**config.mk**
```make
export PLATFORM = sky130hd
export DESIGN_NAME = filtered_temperature_statistics
export DESIGN_NICKNAME = d
export VERILOG_FILES = /design/src/rtl/core/fts_pkg.sv /design/src/rtl/core/filtered_temperature_statistics.sv /design/src/rtl/core/fts_divider.sv
export SDC_FILE = /design/constraint.sdc
export NUM_CORES = 1
export LEC_CHECK = 0
export BUFFER_PORTS_ARGS = -buffer_cell sky130_fd_sc_hd__buf_2
export CORE_UTILIZATION = 35
export CTS_CLUSTER_SIZE = 30
export DETAILED_ROUTE_END_ITERATION = 10
export PLACE_DENSITY_LB_ADDON = 0.05
export SYNTH_ARGS = -nofsm -noshare
export SYNTH_HDL_FRONTEND = slang
export SYNTH_SLANG_ARGS = --single-unit
```
**constraint.sdc**
```tcl
create_clock -name clk -period 4.75 [get_ports clk]
set_clock_uncertainty 0.15 [all_clocks]
set_input_delay 0 -clock clk [delete_from_list [all_inputs] [get_ports clk]]
set_output_delay 0 -clock clk [all_outputs]
set_load 0.03 [all_outputs]
```
**src/rtl/core/fts_pkg.sv**
```systemverilog
// Package with the widths, limits, codes and types of the temperature statistics block.
`default_nettype none

package fts_pkg;

	localparam int MAX_RECORDS = 65536;
	localparam int TEMP_LIMIT  = 99;

	localparam int CNT_W  = $clog2(MAX_RECORDS + 1);
	localparam int SUM_W  = $clog2(TEMP_LIMIT * MAX_RECORDS + 1) + 1;
	localparam int MAG_W  = SUM_W - 1;
	localparam int DIV_W  = MAG_W + 6;
	localparam int QW     = 10;
	localparam int STEP_W = $clog2(QW);
	localparam int AVG_W  = 11;
	localparam int TEMP_W = 8;

	localparam int CFG_IDX_W  = 2;
	localparam int CFG_DATA_W = 16;
	localparam int IN_DATA_W  = 56;
	localparam int OUT_DATA_W = 48;

	localparam logic [CFG_IDX_W-1:0] CFG_TARGET_YEAR  = 2'd0;
	localparam logic [CFG_IDX_W-1:0] CFG_TARGET_MONTH = 2'd1;

	localparam logic [15:0] YEAR_RESET = 16'd2000;

	localparam logic [7:0] MONTH_MAX  = 8'd12;
	localparam logic [7:0] DAY_MAX    = 8'd31;
	localparam logic [7:0] HOUR_MAX   = 8'd23;
	localparam logic [7:0] MINUTE_MAX = 8'd59;

	localparam logic signed [TEMP_W-1:0] TEMP_HI  = 8'sd99;
	localparam logic signed [TEMP_W-1:0] TEMP_LO  = -8'sd99;
	localparam logic signed [TEMP_W-1:0] MIN_INIT = 8'sd100;
	localparam logic signed [TEMP_W-1:0] MAX_INIT = -8'sd100;

	typedef enum logic [1:0] {
		ST_IDLE,
		ST_PREP,
		ST_DIV,
		ST_DONE
	} fts_state_t;

	typedef struct packed {
		logic busy;
		logic done;
	} fts_div_stat_t;

endpackage

`default_nettype wire

```
**src/rtl/core/filtered_temperature_statistics.sv**
```systemverilog
// Top level of the filtered temperature statistics block: filter, accumulators and sequencer.
`default_nettype none

// Records are validated, filtered by target year and optional month, and folded into a
// running minimum, maximum, sum and saturating count at one record per cycle while the
// block is idle. A record flagged last closes the batch. If any record matched, the block
// then stops taking records while the rounded mean in tenths is formed by a divider that
// yields one quotient bit per cycle; if none matched, the divider is skipped. The result
// is placed in an output register that the downstream side may take at its own pace.
// While that register still holds an earlier result, the block waits in its last step
// and takes no records until the register is free. The accumulators return to their
// reset values once the result is loaded; the target registers keep their values and
// may be written only while the block is idle.

module filtered_temperature_statistics
	import fts_pkg::*;
(
	input  wire logic                  clk,
	input  wire logic                  arst_n,
	input  wire logic                  s_tvalid,
	output logic                       s_tready,
	// Fields from bit 0: rec_year, rec_month, rec_day, rec_hour, rec_minute, temperature.
	input  wire logic [IN_DATA_W-1:0]  s_tdata,
	input  wire logic                  s_tlast,
	output logic                       m_tvalid,
	input  wire logic                  m_tready,
	// Fields from bit 0: has_data, average_tenths, minimum_temp, maximum_temp,
	// matched_count, count_overflow, then zero fill.
	output logic      [OUT_DATA_W-1:0] m_tdata,
	input  wire logic                  cfg_valid,
	output logic                       cfg_ready,
	input  wire logic [CFG_IDX_W-1:0]  cfg_index,
	input  wire logic [CFG_DATA_W-1:0] cfg_data
);

	logic [15:0] target_year_q;
	logic [3:0]  target_month_q;

	logic signed [SUM_W-1:0]  sum_q;
	logic        [CNT_W-1:0]  cnt_q;
	logic signed [TEMP_W-1:0] min_q;
	logic signed [TEMP_W-1:0] max_q;
	logic                     ovf_q;

	fts_state_t state_q;
	fts_state_t state_d;
	logic       div_start;
	logic       out_load;
	logic       acc_clear;

	logic                  out_valid_q;
	logic [OUT_DATA_W-1:0] out_data_q;

	logic [15:0]              rec_year;
	logic [7:0]               rec_month;
	logic [7:0]               rec_day;
	logic [7:0]               rec_hour;
	logic [7:0]               rec_minute;
	logic signed [TEMP_W-1:0] temperature;
	logic                     rec_ok;
	logic                     rec_match;
	logic                     accept;

	logic signed [SUM_W-1:0] sum_abs;
	logic        [MAG_W-1:0] mag;
	logic        [DIV_W-1:0] dividend;
	logic        [QW-1:0]    quotient;
	fts_div_stat_t           div_stat;
	logic signed [AVG_W-1:0] avg;
	logic                    has_data;

	assign cfg_ready = 1'b1;

	always_ff @(posedge clk or negedge arst_n) begin
		if (!arst_n) begin
			target_year_q  <= YEAR_RESET;
			target_month_q <= '0;
		end else if (cfg_valid && cfg_ready) begin
			unique case (cfg_index)
				CFG_TARGET_YEAR: begin
					target_year_q <= cfg_data;
				end
				CFG_TARGET_MONTH: begin
					target_month_q <= cfg_data[3:0];
				end
				default: begin
				end
			endcase
		end
	end

	assign rec_year    = s_tdata[15:0];
	assign rec_month   = s_tdata[23:16];
	assign rec_day     = s_tdata[31:24];
	assign rec_hour    = s_tdata[39:32];
	assign rec_minute  = s_tdata[47:40];
	assign temperature = s_tdata[55:48];

	assign rec_ok = (rec_month != '0) && (rec_month <= MONTH_MAX) &&
		(rec_day != '0) && (rec_day <= DAY_MAX) &&
		(rec_hour <= HOUR_MAX) && (rec_minute <= MINUTE_MAX) &&
		(temperature >= TEMP_LO) && (temperature <= TEMP_HI);
	assign rec_match = rec_ok && (rec_year == target_year_q) &&
		((target_month_q == '0) || (rec_month == {4'b0000, target_month_q}));

	assign s_tready = (state_q == ST_IDLE);
	assign accept   = s_tvalid && s_tready;

	always_ff @(posedge clk or negedge arst_n) begin
		if (!arst_n) begin
			sum_q <= '0;
			cnt_q <= '0;
			min_q <= MIN_INIT;
			max_q <= MAX_INIT;
			ovf_q <= 1'b0;
		end else if (acc_clear) begin
			sum_q <= '0;
			cnt_q <= '0;
			min_q <= MIN_INIT;
			max_q <= MAX_INIT;
			ovf_q <= 1'b0;
		end else if (accept && rec_match) begin
			if (cnt_q == CNT_W'(MAX_RECORDS)) begin
				ovf_q <= 1'b1;
			end else begin
				if (temperature < min_q) begin
					min_q <= temperature;
				end
				if (temperature > max_q) begin
					max_q <= temperature;
				end
				sum_q <= sum_q + SUM_W'(temperature);
				cnt_q <= cnt_q + 1'b1;
			end
		end
	end

	// The divider forms (20*|sum| + count) / (2*count), which rounds ties away from zero.
	assign sum_abs  = sum_q[SUM_W-1] ? -sum_q : sum_q;
	assign mag      = sum_abs[MAG_W-1:0];
	assign dividend = DIV_W'({mag, 4'b0000}) + DIV_W'({mag, 2'b00}) + DIV_W'(cnt_q);

	fts_divider u_divider (
		.clk      (clk),
		.arst_n   (arst_n),
		.start    (div_start),
		.dividend (dividend),
		.divisor  ({cnt_q, 1'b0}),
		.quotient (quotient),
		.stat     (div_stat)
	);

	always_ff @(posedge clk or negedge arst_n) begin
		if (!arst_n) begin
			state_q <= ST_IDLE;
		end else begin
			state_q <= state_d;
		end
	end

	always_comb begin
		state_d   = state_q;
		div_start = 1'b0;
		out_load  = 1'b0;
		acc_clear = 1'b0;
		unique case (state_q)
			ST_IDLE: begin
				if (accept && s_tlast) begin
					state_d = ST_PREP;
				end
			end
			ST_PREP: begin
				if (cnt_q != '0) begin
					div_start = 1'b1;
					state_d   = ST_DIV;
				end else begin
					state_d = ST_DONE;
				end
			end
			ST_DIV: begin
				if (div_stat.done) begin
					state_d = ST_DONE;
				end
			end
			ST_DONE: begin
				if (!out_valid_q || m_tready) begin
					out_load  = 1'b1;
					acc_clear = 1'b1;
					state_d   = ST_IDLE;
				end
			end
			default: begin
				state_d = ST_IDLE;
			end
		endcase
	end

	assign has_data = (cnt_q != '0);
	assign avg      = sum_q[SUM_W-1] ? -AVG_W'(quotient) : AVG_W'(quotient);

	always_ff @(posedge clk or negedge arst_n) begin
		if (!arst_n) begin
			out_valid_q <= 1'b0;
		end else if (out_load) begin
			out_valid_q <= 1'b1;
		end else if (m_tready) begin
			out_valid_q <= 1'b0;
		end
	end

	always_ff @(posedge clk) begin
		if (out_load) begin
			if (has_data) begin
				out_data_q <= OUT_DATA_W'({ovf_q, cnt_q, max_q, min_q, avg, 1'b1});
			end else begin
				out_data_q <= '0;
			end
		end
	end

	assign m_tvalid = out_valid_q;
	assign m_tdata  = out_data_q;

`ifndef SYNTHESIS
	a_div_in_state: assert property (@(posedge clk) disable iff (!arst_n)
		(div_stat.busy || div_stat.done) |-> (state_q == ST_DIV))
		else $error("divider active outside the divide state");

	a_count_cap: assert property (@(posedge clk) disable iff (!arst_n)
		cnt_q <= CNT_W'(MAX_RECORDS))
		else $error("matched count beyond capacity");

	a_ovf_full: assert property (@(posedge clk) disable iff (!arst_n)
		ovf_q |-> (cnt_q == CNT_W'(MAX_RECORDS)))
		else $error("overflow flagged before the count is full");

	a_min_max: assert property (@(posedge clk) disable iff (!arst_n)
		(cnt_q != '0) |-> (min_q <= max_q))
		else $error("minimum above maximum with data present");
`endif

endmodule

`default_nettype wire

```
**src/rtl/core/fts_divider.sv**
```systemverilog
// Restoring divider that produces one quotient bit per cycle for the rounded mean.
`default_nettype none

module fts_divider
	import fts_pkg::*;
(
	input  wire logic             clk,
	input  wire logic             arst_n,
	input  wire logic             start,
	input  wire logic [DIV_W-1:0] dividend,
	input  wire logic [CNT_W:0]   divisor,
	output logic      [QW-1:0]    quotient,
	output fts_div_stat_t         stat
);

	logic [DIV_W-1:0]  rem_q;
	logic [DIV_W-1:0]  dsh_q;
	logic [QW-1:0]     quo_q;
	logic [STEP_W-1:0] step_q;
	logic              busy_q;
	logic              done_q;
	logic              fits;

	assign fits = rem_q >= dsh_q;

	always_ff @(posedge clk or negedge arst_n) begin
		if (!arst_n) begin
			busy_q <= 1'b0;
			done_q <= 1'b0;
			step_q <= '0;
		end else begin
			done_q <= 1'b0;
			if (start) begin
				busy_q <= 1'b1;
				step_q <= STEP_W'(QW - 1);
			end else if (busy_q) begin
				if (step_q == '0) begin
					busy_q <= 1'b0;
					done_q <= 1'b1;
				end else begin
					step_q <= step_q - 1'b1;
				end
			end
		end
	end

	always_ff @(posedge clk) begin
		if (start) begin
			rem_q <= dividend;
			dsh_q <= DIV_W'({divisor, {(QW - 1){1'b0}}});
			quo_q <= '0;
		end else if (busy_q) begin
			if (fits) begin
				rem_q <= rem_q - dsh_q;
			end
			quo_q <= {quo_q[QW-2:0], fits};
			dsh_q <= dsh_q >> 1;
		end
	end

	assign quotient  = quo_q;
	assign stat.busy = busy_q;
	assign stat.done = done_q;

endmodule

`default_nettype wire

```
==> run metrics <==
FF+latch count, synth 199; post-route minimum period 4.48 ns; CTS tree done; Clock transition at path regs 0.08 ns; fraction of registers with async set/reset 0.437; largest net degree at the start of global routing 54; clk buf depth 2; worst setup path end u_divider.rem_q[25]; Max-Slew Margin vs Limit 0.458; initial core utilization 0.357; Hold Path Class in -> reg; CP arrival 4.52 ns; most frequent cells in the layout nor2_1, buf_2, nand2_1; Reg2Reg Launch Point sum_q[4]; Slew Viols, Final 0; Netlist Area Pre-Place 13600 sq um; Post-Syn Instances 1431; Hold Violations, Final 0; critical path depth in cells 16; I/O pin cnt 131; via count of the first global-routing pass 10.7k; setup_tns 0 ns; Syn Area/Cell 9.47 sq um; CTS Root Cell clkbuf_16; Via Count 10.5k; final worst path period share 0.943; initial antenna violation count 0; global-route wire length before repair 56.2 mm; overall global routing resource usage 0.183; critical-path cell list or3_4 > or3b_2 > nand2_1 > xor2_1 > fa_1 > inv_1 > ha_1 > and3_1 > a221oi_1 > o21ai_1 > a21oi_2 > o22a_1 > o211ai_1 > a21oi_1 > xor2_1 > o21ai_0; Area growth, synth to finish 17.8%; Crit path max-delay family compound AO/OA/AOI/OAI gates; Chip Width 199 microns; CP peak stage delay 0.49 ns; Pwr Density 285 nW/um^2; routed len/inst 16.4 microns; Core Box Area 37900 sq um; Critical Path End Type register; post-route setup slack 0.269 ns; CTS Buf Count 17; RSZ-0062 raised after global routing false; power consumption 4550 uW; diode count 0; Setup crit start sum_q[4]; FF+latch area 5360 sq um; post-CTS setup buffer count 0; vias per inst 4.98; sequential fraction of the synthesis area 0.395; critical path's slowest cell or3b_2; max_cap viols 0; chip height 199 microns; TritonRoute pass-1 iters 5; clock sinks 199; Multi-input gate area 7600 sq um; GRT overflow 0; Clk Latency, worst-skew pair 0.45 ns; final hold slack 0.0227 ns; share of cells above drive strength 1 0.152; reg2reg end u_divider.rem_q[25]; setup slack at placement 0.182 ns; Top FF cell, synth edfxtp_1; Post-synth EDFFs 92; outcome complete, no violations; critical path peak fanout 4; I/O Buffers 122; detailed placer's ending HPWL 25.8 mm; Routability Congestion 0.770; # fillers 3811; Nets 1799; peak supply drop 0.000324 V; DRC viols 0; worst-margin pin slew 0.809 ns; routed wire length 34.7 mm; die area 39500 sq um; commonest non-fill, non-tap cell in the layout nor2_1; worst-case reg-to-reg path depth 16; CP bufs+invs 1; Pleak 0.00729 uW; initial DRC count 505; critical path required time 4.79 ns; H-tree lvl count 4; Max Fclk 223 MHz; critical path type reg -> reg; setup slack, reg-to-reg 0.27 ns; Rows 71; fin util 0.421; Final ANT Viol Nets 0; Final Setup Violations 0; CP Launch Type register; synth unique cells 78; Ys Warns 0; crit-path most repeated cell xor2_1
==> worst min-delay path, stage by stage <==
cell,delay [ns]
buf_2,0.08
a211oi_1,0.03
nand4_1,0.06
a2111oi_0,0.08
buf_4,0.15
a31oi_1,0.15
nor2_1,0.04
==> registers in the layout (all words and copies together), names as in the netlist, 4 cells and up <==
name                flops
sum_q                  24
m_tdata                46
target_year_q          16
target_month_q          4
u_divider.dsh_q        27
cnt_q                  17
u_divider.rem_q        29
min_q                   8
u_divider.step_q        4
max_q                   8
u_divider.quotient     10
==> worst min path at each step <==
stage / start / depth (start not counted) / slack [ns] / endpoint
2_1_floorplan: arst_n / 0 / -0.45 / cnt_q[0]
3_5_place_dp: arst_n / 1 / -0.16 / target_year_q[13]
6_report: s_tdata[39] / 7 / 0.02 / ovf_q
4_1_cts: s_tdata[39] / 7 / 0.006 / ovf_q
5_1_grt: s_tdata[39] / 7 / 0.06 / ovf_q
3_3_place_gp: arst_n / 1 / -0.16 / target_year_q[13]
==> layout make-up <==
cell class / count / area share
inverters: 109 / 0.0257
multi-input cells: 1063 / 0.476
flip-flops and latches: 199 / 0.335
well taps: 511 / 0.0400
clock buffers: 19 / 0.0284
repair buffers: 205 / 0.0860
clock inverters: 13 / 0.00846
==> cell usage after synthesis (15+ instances only) <==
cell type / number / area [sq um]
a21o_1: 32 / 240
xnor2_1: 66 / 578
xor2_1: 67 / 587
nand2b_1: 16 / 100
ha_1: 108 / 1350
o21ai_0: 91 / 455
nand3_1: 39 / 195
dfxtp_1: 20 / 400
nor2_1: 146 / 548
mux2_2: 20 / 225
dfrtp_1: 74 / 1850
edfxtp_1: 92 / 2760
o31ai_1: 15 / 113
a21oi_1: 76 / 380
clkbuf_1: 52 / 195
mux2i_1: 55 / 551
nand2_1: 111 / 417
nand4_1: 26 / 163
inv_1: 109 / 409
fa_1: 16 / 320
nor3_1: 26 / 130
==> power by group <==
| part | internal (uW) | total (uW) | leakage, uW | switching, uW |
|---|---|---|---|---|
| clock network | 770 | 1500 | 0.000284 | 726 |
| logic | 301 | 976 | 0.00488 | 675 |
| registers | 2010 | 2080 | 0.00213 | 67.8 |
| total | 3080 | 4550 | 0.00729 | 1470 |
==> layer usage <==
layer / GRT usage / wire [microns]
met5: 0 / 0
met4: 0.0556 / 541
met3: 0.0241 / 647
met2: 0.314 / 16800
met1: 0.239 / 16700
==> stage by stage <==
step                      instances  area (sq um)
after floorplan                1432         13600
after global placement         2036         14800
after detailed placement       2036         14800
after CTS                      2119         15900
after global routing           2119         16000
final                          2119         16000
==> kinds of logic after synthesis <==
kind of cell	synth area share
xor gates and xnor gates	0.0859
AOI/OAI and AO/OA	0.134
and+or+nand+nor	0.155
DFF	0.395
adders and majority gates	0.123
buffers and inverters	0.0491
muxes	0.0572
other	0.000554
==> repair_timing <==
item,CTS,global route
endpoints found under the hold margin,74,0
resized for setup,0,9
hold buffers,51,0
endpoints found under the setup margin,0,3
Power figures use the tool's default switching activity.
